File: src/hw/rtl/hbd_pkg.sv
// Shared types, codes and helpers for the HTTP body dechunker.
// No dependencies; imported by http_body_dechunker_top.
`default_nettype none

package hbd_pkg;

   // Width of the chunk size accumulator
   localparam int SIZE_BITS = 32;

   // Configuration port geometry
   localparam int CSR_INDEX_BITS = 1;
   localparam int CSR_DATA_BITS  = 32;

   // Register indexes
   localparam logic [CSR_INDEX_BITS-1:0] CSR_CHUNKED_MODE   = 1'd0;
   localparam logic [CSR_INDEX_BITS-1:0] CSR_CONTENT_LENGTH = 1'd1;

   // Decoder phases
   localparam logic [3:0] PH_SIZE    = 4'd0;
   localparam logic [3:0] PH_EXT     = 4'd1;
   localparam logic [3:0] PH_DATA    = 4'd2;
   localparam logic [3:0] PH_DATA_CR = 4'd3;
   localparam logic [3:0] PH_DATA_LF = 4'd4;
   localparam logic [3:0] PH_TRAILER = 4'd5;
   localparam logic [3:0] PH_DONE    = 4'd6;
   localparam logic [3:0] PH_ERROR   = 4'd7;

   // Result status codes
   localparam logic [1:0] ST_BUSY = 2'd0;
   localparam logic [1:0] ST_DONE = 2'd1;
   localparam logic [1:0] ST_ERR  = 2'd2;

   // Framing characters
   localparam logic [7:0] CHAR_CR   = 8'h0d;
   localparam logic [7:0] CHAR_LF   = 8'h0a;
   localparam logic [7:0] CHAR_SEMI = 8'h3b;

   // One result item
   typedef struct packed {
      logic       body_valid;
      logic [7:0] body_byte;
      logic       consumed;
      logic [1:0] status;
   } rsp_type;

   // Hex digit decode: bit 4 flags a valid digit, bits 3:0 hold its value
   function automatic logic [4:0] hex_decode(input logic [7:0] c);
      logic [4:0] r;
      r = 5'd0;
      if (c >= 8'h30 && c <= 8'h39) begin
         r = {1'b1, c[3:0]};
      end else if ((c >= 8'h61 && c <= 8'h66) || (c >= 8'h41 && c <= 8'h46)) begin
         r = {1'b1, c[3:0] + 4'd9};
      end
      return r;
   endfunction

endpackage

`default_nettype wire

File: src/hw/rtl/http_body_dechunker_top.sv
// Top level of the HTTP body dechunker: per-byte decode, output register and skid.
// Depends on hbd_pkg.
//
//   channel  direction  handshake          payload
//   req      in         req_valid/stall    data_byte, restart
//   rsp      out        rsp_valid/stall    body_valid, body_byte, consumed, status
//   csr      in         csr_valid/ready    index, data (always ready)
//
// One byte is taken every cycle while req_stall is low; its result is registered
// in the output register, or in the skid when that is full.
// A skid register holds one extra result, so a byte is still taken in the
// cycle rsp first stalls; req_stall rises only once the skid is occupied.
// Reset is synchronous and clears configuration, decoder state and the valid
// flags of both result registers at once; no clearing pass is needed.
`default_nettype none

module http_body_dechunker_top (
   input  wire logic                               clock,
   input  wire logic                               reset,
   // input byte channel
   input  wire logic                               req_valid,
   output logic                                    req_stall,
   input  wire logic [7:0]                         req_data_byte,
   input  wire logic                               req_restart,
   // result channel
   output logic                                    rsp_valid,
   input  wire logic                               rsp_stall,
   output logic                                    rsp_body_valid,
   output logic [7:0]                              rsp_body_byte,
   output logic                                    rsp_consumed,
   output logic [1:0]                              rsp_status,
   // configuration channel
   input  wire logic                               csr_valid,
   output logic                                    csr_ready,
   input  wire logic [hbd_pkg::CSR_INDEX_BITS-1:0] csr_index,
   input  wire logic [hbd_pkg::CSR_DATA_BITS-1:0]  csr_data
);
   import hbd_pkg::*;

   // configuration registers
   logic                 chunked_mode_ff;
   logic [31:0]          content_length_ff;

   // decoder state
   logic [3:0]           phase_ff, phase_in;
   logic [SIZE_BITS-1:0] chunk_rem_ff, chunk_rem_in;
   logic [31:0]          length_count_ff, length_count_in;
   logic                 line_empty_ff, line_empty_in;
   logic                 pending_cr_ff, pending_cr_in;

   // state seen by this byte, after an optional restart
   logic [3:0]           phase_cur;
   logic [SIZE_BITS-1:0] chunk_rem_cur;
   logic [31:0]          length_count_cur;
   logic                 line_empty_cur;
   logic                 pending_cr_cur;

   // per-byte result
   logic                 valid_c;
   logic                 cons_c;
   logic [1:0]           status_c;
   logic [4:0]           hex_c;
   logic [SIZE_BITS-1:0] chunk_dec_c;
   rsp_type              result_c;

   // output register and skid
   rsp_type              out_ff, out_in;
   logic                 out_valid_ff, out_valid_in;
   rsp_type              skid_ff, skid_in;
   logic                 skid_valid_ff, skid_valid_in;

   logic                 req_xfer;
   logic                 rsp_xfer;
   logic                 csr_xfer;

   assign csr_ready = 1'b1;
   assign csr_xfer  = csr_valid && csr_ready;
   assign req_stall = skid_valid_ff;
   assign req_xfer  = req_valid && !req_stall;
   assign rsp_xfer  = out_valid_ff && !rsp_stall;

   // write configuration registers
   always_ff @(posedge clock) begin
      if (reset) begin
         chunked_mode_ff   <= 1'b0;
         content_length_ff <= 32'd0;
      end else if (csr_xfer) begin
         unique case (csr_index)
            CSR_CHUNKED_MODE:   chunked_mode_ff   <= csr_data[0];
            CSR_CONTENT_LENGTH: content_length_ff <= csr_data[31:0];
            default: ;
         endcase
      end
   end

   // apply restart before the byte
   always_comb begin
      if (req_restart) begin
         phase_cur        = PH_SIZE;
         chunk_rem_cur    = '0;
         length_count_cur = 32'd0;
         line_empty_cur   = 1'b1;
         pending_cr_cur   = 1'b0;
      end else begin
         phase_cur        = phase_ff;
         chunk_rem_cur    = chunk_rem_ff;
         length_count_cur = length_count_ff;
         line_empty_cur   = line_empty_ff;
         pending_cr_cur   = pending_cr_ff;
      end
   end

   assign hex_c       = hex_decode(req_data_byte);
   assign chunk_dec_c = chunk_rem_cur - {{(SIZE_BITS-1){1'b0}}, 1'b1};

   // decode one byte
   always_comb begin
      phase_in        = phase_cur;
      chunk_rem_in    = chunk_rem_cur;
      length_count_in = length_count_cur;
      line_empty_in   = line_empty_cur;
      pending_cr_in   = pending_cr_cur;
      valid_c         = 1'b0;
      cons_c          = 1'b1;
      status_c        = ST_BUSY;

      if (!chunked_mode_ff) begin
         // fixed length: count bytes up to content_length
         if (length_count_cur >= content_length_ff) begin
            cons_c   = 1'b0;
            status_c = ST_DONE;
         end else begin
            valid_c         = 1'b1;
            length_count_in = length_count_cur + 32'd1;
            if (length_count_in == content_length_ff) begin
               status_c = ST_DONE;
            end
         end
      end else begin
         unique case (phase_cur)
            PH_SIZE: begin
               if (pending_cr_cur) begin
                  if (req_data_byte == CHAR_LF && !line_empty_cur) begin
                     pending_cr_in = 1'b0;
                     line_empty_in = 1'b1;
                     phase_in      = (chunk_rem_cur == '0) ? PH_TRAILER : PH_DATA;
                  end else begin
                     phase_in = PH_ERROR;
                  end
               end else if (req_data_byte == CHAR_CR) begin
                  pending_cr_in = 1'b1;
               end else if (req_data_byte == CHAR_SEMI) begin
                  line_empty_in = 1'b0;
                  phase_in      = PH_EXT;
               end else if (!hex_c[4] || chunk_rem_cur[SIZE_BITS-1 -: 4] != 4'd0) begin
                  // non-hex digit or size about to overflow
                  phase_in = PH_ERROR;
               end else begin
                  chunk_rem_in  = {chunk_rem_cur[SIZE_BITS-5:0], hex_c[3:0]};
                  line_empty_in = 1'b0;
               end
            end
            PH_EXT: begin
               if (pending_cr_cur && req_data_byte == CHAR_LF) begin
                  pending_cr_in = 1'b0;
                  line_empty_in = 1'b1;
                  phase_in      = (chunk_rem_cur == '0) ? PH_TRAILER : PH_DATA;
               end else begin
                  pending_cr_in = (req_data_byte == CHAR_CR);
               end
            end
            PH_DATA: begin
               valid_c      = 1'b1;
               chunk_rem_in = chunk_dec_c;
               if (chunk_dec_c == '0) begin
                  phase_in = PH_DATA_CR;
               end
            end
            PH_DATA_CR: begin
               phase_in = (req_data_byte == CHAR_CR) ? PH_DATA_LF : PH_ERROR;
            end
            PH_DATA_LF: begin
               if (req_data_byte == CHAR_LF) begin
                  phase_in      = PH_SIZE;
                  chunk_rem_in  = '0;
                  line_empty_in = 1'b1;
                  pending_cr_in = 1'b0;
               end else begin
                  phase_in = PH_ERROR;
               end
            end
            PH_TRAILER: begin
               // skip trailer lines up to an empty one
               if (pending_cr_cur) begin
                  if (req_data_byte == CHAR_LF) begin
                     pending_cr_in = 1'b0;
                     if (line_empty_cur) begin
                        phase_in = PH_DONE;
                     end else begin
                        line_empty_in = 1'b1;
                     end
                  end else begin
                     line_empty_in = 1'b0;
                     pending_cr_in = (req_data_byte == CHAR_CR);
                  end
               end else if (req_data_byte == CHAR_CR) begin
                  pending_cr_in = 1'b1;
               end else begin
                  line_empty_in = 1'b0;
               end
            end
            PH_DONE: begin
               cons_c = 1'b0;
            end
            default: begin
               // error and unused codes stay in error
               cons_c   = 1'b0;
               phase_in = PH_ERROR;
            end
         endcase

         if (phase_in == PH_ERROR) begin
            cons_c   = 1'b0;
            valid_c  = 1'b0;
            status_c = ST_ERR;
         end else if (phase_in == PH_DONE) begin
            status_c = ST_DONE;
         end
      end

      result_c.body_valid = valid_c;
      result_c.body_byte  = valid_c ? req_data_byte : 8'd0;
      result_c.consumed   = cons_c;
      result_c.status     = status_c;
   end

   // hold decoder state, advance on each input transfer
   always_ff @(posedge clock) begin
      if (reset) begin
         phase_ff        <= PH_SIZE;
         chunk_rem_ff    <= '0;
         length_count_ff <= 32'd0;
         line_empty_ff   <= 1'b1;
         pending_cr_ff   <= 1'b0;
      end else if (req_xfer) begin
         phase_ff        <= phase_in;
         chunk_rem_ff    <= chunk_rem_in;
         length_count_ff <= length_count_in;
         line_empty_ff   <= line_empty_in;
         pending_cr_ff   <= pending_cr_in;
      end
   end

   // steer results into the output register or the skid
   always_comb begin
      out_in        = out_ff;
      out_valid_in  = out_valid_ff;
      skid_in       = skid_ff;
      skid_valid_in = skid_valid_ff;
      if (!out_valid_ff || rsp_xfer) begin
         if (skid_valid_ff) begin
            out_in        = skid_ff;
            out_valid_in  = 1'b1;
            skid_valid_in = 1'b0;
         end else begin
            out_in       = result_c;
            out_valid_in = req_xfer;
         end
      end else if (req_xfer) begin
         skid_in       = result_c;
         skid_valid_in = 1'b1;
      end
   end

   always_ff @(posedge clock) begin
      if (reset) begin
         out_valid_ff  <= 1'b0;
         skid_valid_ff <= 1'b0;
      end else begin
         out_valid_ff  <= out_valid_in;
         skid_valid_ff <= skid_valid_in;
      end
   end

   always_ff @(posedge clock) begin
      out_ff  <= out_in;
      skid_ff <= skid_in;
   end

   assign rsp_valid      = out_valid_ff;
   assign rsp_body_valid = out_ff.body_valid;
   assign rsp_body_byte  = out_ff.body_byte;
   assign rsp_consumed   = out_ff.consumed;
   assign rsp_status     = out_ff.status;

   // skid is only used behind a full output register
   a_skid_behind_out: assert property (@(posedge clock) disable iff (reset)
      skid_valid_ff |-> out_valid_ff)
      else $error("skid holds a result while the output register is empty");

   // a stalled result with a full skid must not be overwritten
   a_skid_held: assert property (@(posedge clock) disable iff (reset)
      (skid_valid_ff && rsp_stall) |=> (skid_valid_ff && $stable(skid_ff)))
      else $error("skid result changed while the output was stalled");

   // a data byte is always part of the body
   a_data_consumed: assert property (@(posedge clock) disable iff (reset)
      (rsp_valid && rsp_body_valid) |-> (rsp_consumed && rsp_status != ST_ERR))
      else $error("body byte reported without being consumed");

   // framing error is sticky until restart
   a_error_sticky: assert property (@(posedge clock) disable iff (reset)
      (req_xfer && !req_restart && chunked_mode_ff && phase_ff == PH_ERROR)
      |=> (phase_ff == PH_ERROR))
      else $error("decoder left the error phase without restart");

endmodule

`default_nettype wire
File: config.mk
export PLATFORM = sky130hd
export DESIGN_NAME = http_body_dechunker_top
export DESIGN_NICKNAME = d
export VERILOG_FILES = /design/src/hw/rtl/hbd_pkg.sv /design/src/hw/rtl/http_body_dechunker_top.sv
export SDC_FILE = /design/constraint.sdc
export NUM_CORES = 1
export LEC_CHECK = 0
export BUFFER_PORTS_ARGS = -buffer_cell sky130_fd_sc_hd__clkbuf_2
export CORE_AREA = 2 2 137 139
export CTS_CLUSTER_SIZE = 16
export DETAILED_ROUTE_END_ITERATION = 10
export DIE_AREA = 0 0 139 141
export PLACE_DENSITY_LB_ADDON = 0.3
export SYNTH_ARGS = -nofsm -noshare
export SYNTH_HDL_FRONTEND = slang
export SYNTH_SLANG_ARGS = --single-unit
File: constraint.sdc
create_clock -name clock -period 4.35 [get_ports clock]
set_input_delay 0.6525 -clock clock [delete_from_list [all_inputs] [get_ports clock]]
set_output_delay 0.6525 -clock clock [all_outputs]
set_load 0.02 [all_outputs]
# [Yosys cells after proc, flatten, opt, wreduce, memory -nomap -nowiden]
# Cells that the tools add are included.
[word_totals] wordCells=133 in_bits=47 register_bits=129 output_inout_bits=15
[classes] bitwise=2 n_lt_le_gt_ge=7 muxes=68 eq_ne=12 n_reduce_logical=24 add_sub_neg=3
[ops] cell="two-way mux 32 bit" n=10
[ops] cell="one-hot mux 32 bit (3 select lines)" n=1
[ops] cell="logical NOT 32 bit" n=2
[ops] cell="two-way mux 4 bit" n=12
[ops] cell="adder 32 x 1 -> 32 bit (second input constant)" n=1
[ops] cell="equality test 32 bit" n=1
[ops] cell=">= comparator 32 bit" n=1
[ops] cell="two-way mux 1 bit" n=32
[ops] cell="subtractor 32 x 1 -> 32 bit (second input constant)" n=1
[ops] cell="one-hot mux 4 bit (7 select lines)" n=1
[ops] cell="equality test 4 x 3 -> 1 bit (second input constant)" n=5
[ops] cell="equality test 8 x 4 -> 1 bit (second input constant)" n=2
[ops] cell=">= comparator 8 x 7 -> 1 bit (second input constant)" n=2
[ops] cell="<= comparator 8 x 7 -> 1 bit (second input constant)" n=2
[ops] cell="two-way mux 12 bit" n=1
[ops] cell="two-way mux 5 bit" n=2
[ops] cell="two-way mux 3 bit" n=3
[ops] cell="equality test 4 x 2 -> 1 bit (second input constant)" n=2
[ops] cell="equality test 8 x 6 -> 1 bit (second input constant)" n=1
[ops] cell=">= comparator 8 x 6 -> 1 bit (second input constant)" n=1
[ops] cell="<= comparator 8 x 6 -> 1 bit (second input constant)" n=1
[ops] cell="two-way mux 8 bit" n=1
[ops] cell="one-hot mux 1 bit (4 select lines)" n=2
[ops] cell="logical AND 1 bit" n=7
[ops] cell="11 further kinds" n=22

# [Logic depth before layout (Yosys ltp)]
[logic_depth] word_depth=18 mapped_depth=20 ltp_nobuf=12

# [Least setup slack after synthesis]
# OpenSTA, ideal clock, no wires.
[synth_timing] kind="input port to flip-flop" startpoint="input req_restart" endpoint="register out_ff, in the netlist rsp_consumed (data pin)" setup_slack_ns=-0.393 n_path_buf=10 required_time_ns=4.091 arrival_time_ns=4.484 setup_time_ns=0.259 path_stages=20 path_cell_list="buf_2 > buf_2 > buf_2 > clkbuf_1 > buf_1 > clkbuf_1 > clkbuf_1 > nor2b_1 > ha_1 > o21a_1 > o21ai_0 > o211ai_1 > a21oi_1 > o211ai_1 > or2_0 > clkbuf_1 > clkbuf_1 > clkbuf_1 > nand2_1 > o31a_1"
[synth_between] elab_chain_cells=13 elab_cells_between_ends=41 classes_between="add/sub: 1; order compare: 1; eq/ne: 7; mux: 23; reduce/logical: 9"
[synth_lines] item="start, declared" line_no="http_body_dechunker_top.sv:24" source="input wire logic req_restart,"
[synth_lines] item="branches (longest 11 deep; another with subtractor 32 x 1 -> 32 bit)"
[synth_lines] item="two-way mux 1 bit *" line_no="http_body_dechunker_top.sv:127" source="if (!chunked_mode_ff) begin"
[synth_lines] item="two-way mux 12 bit *" line_no="http_body_dechunker_top.sv:261" source="if (skid_valid_ff) begin"
[synth_lines] item="end signal, assigned" line_no="http_body_dechunker_top.sv:286" source="out_ff <= out_in;"
[synth_lines] item="end, declared" line_no="http_body_dechunker_top.sv:67" source="rsp_type out_ff, out_in;"
# Mark *: on every way between the ends. The select of a mux whose other input is x is not followed.
# A chain may end at the register's enable or synchronous reset.

# [Worst setup path after layout]
[layout_timing] startpoint="input req_restart" endpoint="register out_ff, in the netlist rsp_status[1] (data pin)"
[layout_between] elab_chain_cells=13 elab_cells_between_ends=36 classes_between="add/sub: 1; eq/ne: 7; mux: 20; reduce/logical: 8"
[layout_lines] item="branches (longest 7 deep; another with subtractor 32 x 1 -> 32 bit)"
[layout_lines] item="one-hot mux 4 bit (7 select lines) *" line_no="http_body_dechunker_top.sv:140" source="unique case (phase_cur)"
[layout_lines] item="two-way mux 4 bit *" line_no="http_body_dechunker_top.sv:127"
[layout_lines] item="equality test 4 x 3 -> 1 bit *" line_no="http_body_dechunker_top.sv:222" source="if (phase_in == PH_ERROR) begin"
[layout_lines] item="two-way mux 2 bit *" line_no="http_body_dechunker_top.sv:222"
[layout_lines] item="two-way mux 2 bit *" line_no="http_body_dechunker_top.sv:127"
[layout_lines] item="two-way mux 12 bit *" line_no="http_body_dechunker_top.sv:261"
# Marked as above.

==> impl_metrics.tcl <==
set metrics [dict create \
    outcome "finished clean" \
    ys_ff_latch 129 \
    grt_pass1_vias 9784 \
    drv_cap 0 \
    slew-limit-headroom 0.220 \
    rsz0062_at_grt "false" \
    synth-async-reset-ratio 0 \
    detail_route.wl_per_cell_um 19.3 \
    cp_max_fo 14 \
    nets 1420 \
    fillers 1678 \
    die_w_um 139 \
    min_period_over_period 0.858 \
    placedCellCount 1549 \
    cts.repair.resized 0 \
    finalHoldViolCount 0 \
    firstDrtPassIters 6 \
    syn-num-nets 1394 \
    ys_warn_count 0 \
    core_mm2 0.0183 \
    path_class "in -> reg" \
    fmax_mhz 268 \
    dieArea_mm2 0.0196 \
    syn_avg_cell_area_um2 7.59 \
    clock_latency_ps 440 \
    clkSinkCount 129 \
    final_max_slew_viol_count 0 \
    numPortBuffers 60 \
    layout_min_cycle_time_ps 3730 \
    grt_max_degree 62 \
    hold_class "in -> reg" \
    gr-total-overflow 0 \
    start_util 0.543 \
    avgViaCountPerCell 6.55 \
    cp-start-kind "input pin" \
    grt_usage 0.309 \
    worst_slew_pin_slew_ps 1170 \
    first_iter_violations 1126 \
    boundaryPins 62 \
    htree_levels 4 \
    regArea_mm2 0.00282 \
    cts_tree "done" \
    dieHeight_um 141 \
    cts.clk_slew.worst_paths_ps 60 \
    layout_common_cells "162 x nand2_1, 105 x dfxtp_1, 104 x a21oi_1" \
    crit_required_ps 4620 \
    worstPathArrival_ps 4000 \
    synth_edf_count 24 \
    grt_pass1_wl_mm 49.6 \
    cts_buffers 17 \
    setup_ws_ps 619 \
    mostFrequentLayoutCell "nand2_1" \
    setup_tns_ps 0 \
    synthFlopType "dfxtp_1" \
    finalWirelength_mm 30.6 \
    clock_skew_ps 8.47 \
    vdd_drop_max_mv 0.310 \
    synth_cell_type_count 89 \
    antenna_found_initial 0 \
    row_count 50 \
    drc 0 \
    holdBufCountCts 0 \
    synthesis.area_mm2 0.00993 \
    cp-end-kind "register" \
    setup_viol 0 \
    ant_nets 0 \
    fin_cells 1581 \
    drive_above_1_share 0.125 \
    dpl.hpwl_mm 21.7 \
    cts_buffer_depth 2 \
    finalWeightedCongestion 0.971 \
    cts_setup_buffers 0 \
    antenna_cells 0 \
    final_core_util 0.609 \
    cts-root-buf "clkbuf_16" \
    multiInputGateArea_mm2 0.00653 \
    leakage_uw 0.00412 \
    ys_seq_area_frac 0.284 \
    vias 10400 \
    power.density_mw_per_mm2 308 \
    hold_ws_ps 429 \
    pre_cts_ws_ps 339 \
    area_delta_synth_final_pct 12.1 \
    synth_cells 1308 \
]
## state kept, by name (all words and copies together) (netlist names)
name / flops
content_length_ff: 32
rsp_body_byte: 8
rsp_valid: 1
length_count_ff: 32
rsp_consumed: 1
chunk_rem_ff: 32
pending_cr_ff: 1
skid_ff: 12
phase_ff: 4
chunked_mode_ff: 1
rsp_status: 2
req_stall: 1
rsp_body_valid: 1
line_empty_ff: 1
## critical path, stage by stage
cell	delay, ps
buf_2	130
inv_1	320
nand2_1	160
ha_1	410
xnor2_1	210
nand3_1	80
a2111oi_0	550
o211a_1	270
o2111ai_1	120
or4_1	490
o31a_1	330
o31ai_1	240
## power breakdown
group	switching, uW	internal, uW	leakage (uW)
combinational	323	185	0.00272
clock	605	1030	0.000314
sequential	33.3	1260	0.00109
## cells by family (layout without fill, tap and decap cells)
| family | Yosys count | after routing | share of synthesized area |
|---|---|---|---|
| buffers and inverters | 148 | 187 | 0.0594 |
| and+or+nand+nor | 542 | 542 | 0.287 |
| adders and majority gates | 39 | 39 | 0.0492 |
| DFF | 129 | 129 | 0.284 |
| AOI/OAI and AO/OA | 361 | 361 | 0.236 |
| xor gates and xnor gates | 59 | 59 | 0.0534 |
| muxes | 29 | 29 | 0.0306 |
| other | 1 | 1 | 0.000378 |
## worst paths after layout
| path | from | endpoint | slack (ps) | depth (start not counted) |
|---|---|---|---|---|
| min reg2reg | content_length_ff[6] | content_length_ff[6] | 450 | 2 |
| min | csr_data[14] | content_length_ff[14] | 430 | 3 |
| max reg2reg | chunk_rem_ff[20] | rsp_status[1] | 780 | 9 |
| max | req_restart | rsp_status[1] | 620 | 12 |
## routing by layer
layer	up-vias	GRT usage	wire length, um
li1	4869	-	-
met1	4797	0.391	12500
met2	559	0.508	14000
met3	138	0.0523	2540
met4	0	0.158	1500
met5	-	0	0
## synth_stat cells (7+ instances only)
| cell | n | share of area |
|---|---|---|
| a21o_1 | 11 | 0.0083 |
| ha_1 | 39 | 0.049 |
| o21bai_1 | 8 | 0.0061 |
| a211oi_1 | 7 | 0.0053 |
| nor4_1 | 25 | 0.016 |
| or4_1 | 18 | 0.014 |
| and2_1 | 13 | 0.0082 |
| a31oi_1 | 25 | 0.016 |
| o211ai_1 | 8 | 0.0061 |
| o31ai_1 | 9 | 0.0068 |
| o21ai_0 | 68 | 0.034 |
| dfxtp_1 | 105 | 0.21 |
| o21a_1 | 9 | 0.0068 |
| buf_2 | 15 | 0.0076 |
| nor2b_1 | 39 | 0.025 |
| or3_1 | 7 | 0.0044 |
| nor2_1 | 93 | 0.035 |
| nand2b_1 | 12 | 0.0076 |
| xor2_1 | 10 | 0.0088 |
| a21oi_1 | 104 | 0.052 |
| nand3_1 | 41 | 0.021 |
| xnor2_1 | 48 | 0.042 |
| o41ai_1 | 8 | 0.0071 |
| clkbuf_1 | 69 | 0.026 |
| o311ai_0 | 9 | 0.0079 |
| nor3_1 | 38 | 0.019 |
| nand2_1 | 163 | 0.062 |
| a22oi_1 | 20 | 0.015 |
| nand4_1 | 26 | 0.016 |
| o22ai_1 | 7 | 0.0044 |
| mux2i_1 | 18 | 0.018 |
| o32ai_1 | 7 | 0.0062 |
| inv_1 | 53 | 0.020 |
| mux2_2 | 11 | 0.012 |
| nand3b_1 | 7 | 0.0053 |
| and3_1 | 13 | 0.0082 |
| buf_1 | 7 | 0.0026 |
| edfxtp_1 | 24 | 0.073 |
## metrics by stage
step / area (um^2) / power, uW
floorplan: 9940 / 1650
global placement: 10500 / 1810
detailed placement: 10500 / 1820
CTS: 11100 / 3430
global route: 11100 / 3540
finish: 11100 / 3430
## area by class of cell
type / count / share of cell area
clock buffer: 18 / 0.0386
clock inverter: 14 / 0.0203
inverter: 54 / 0.0182
multi-input combinational: 1031 / 0.587
sequential: 129 / 0.254
tap: 234 / 0.0263
timing repair buffer: 101 / 0.0560
Note: power is estimated with default switching activity, not from simulation.
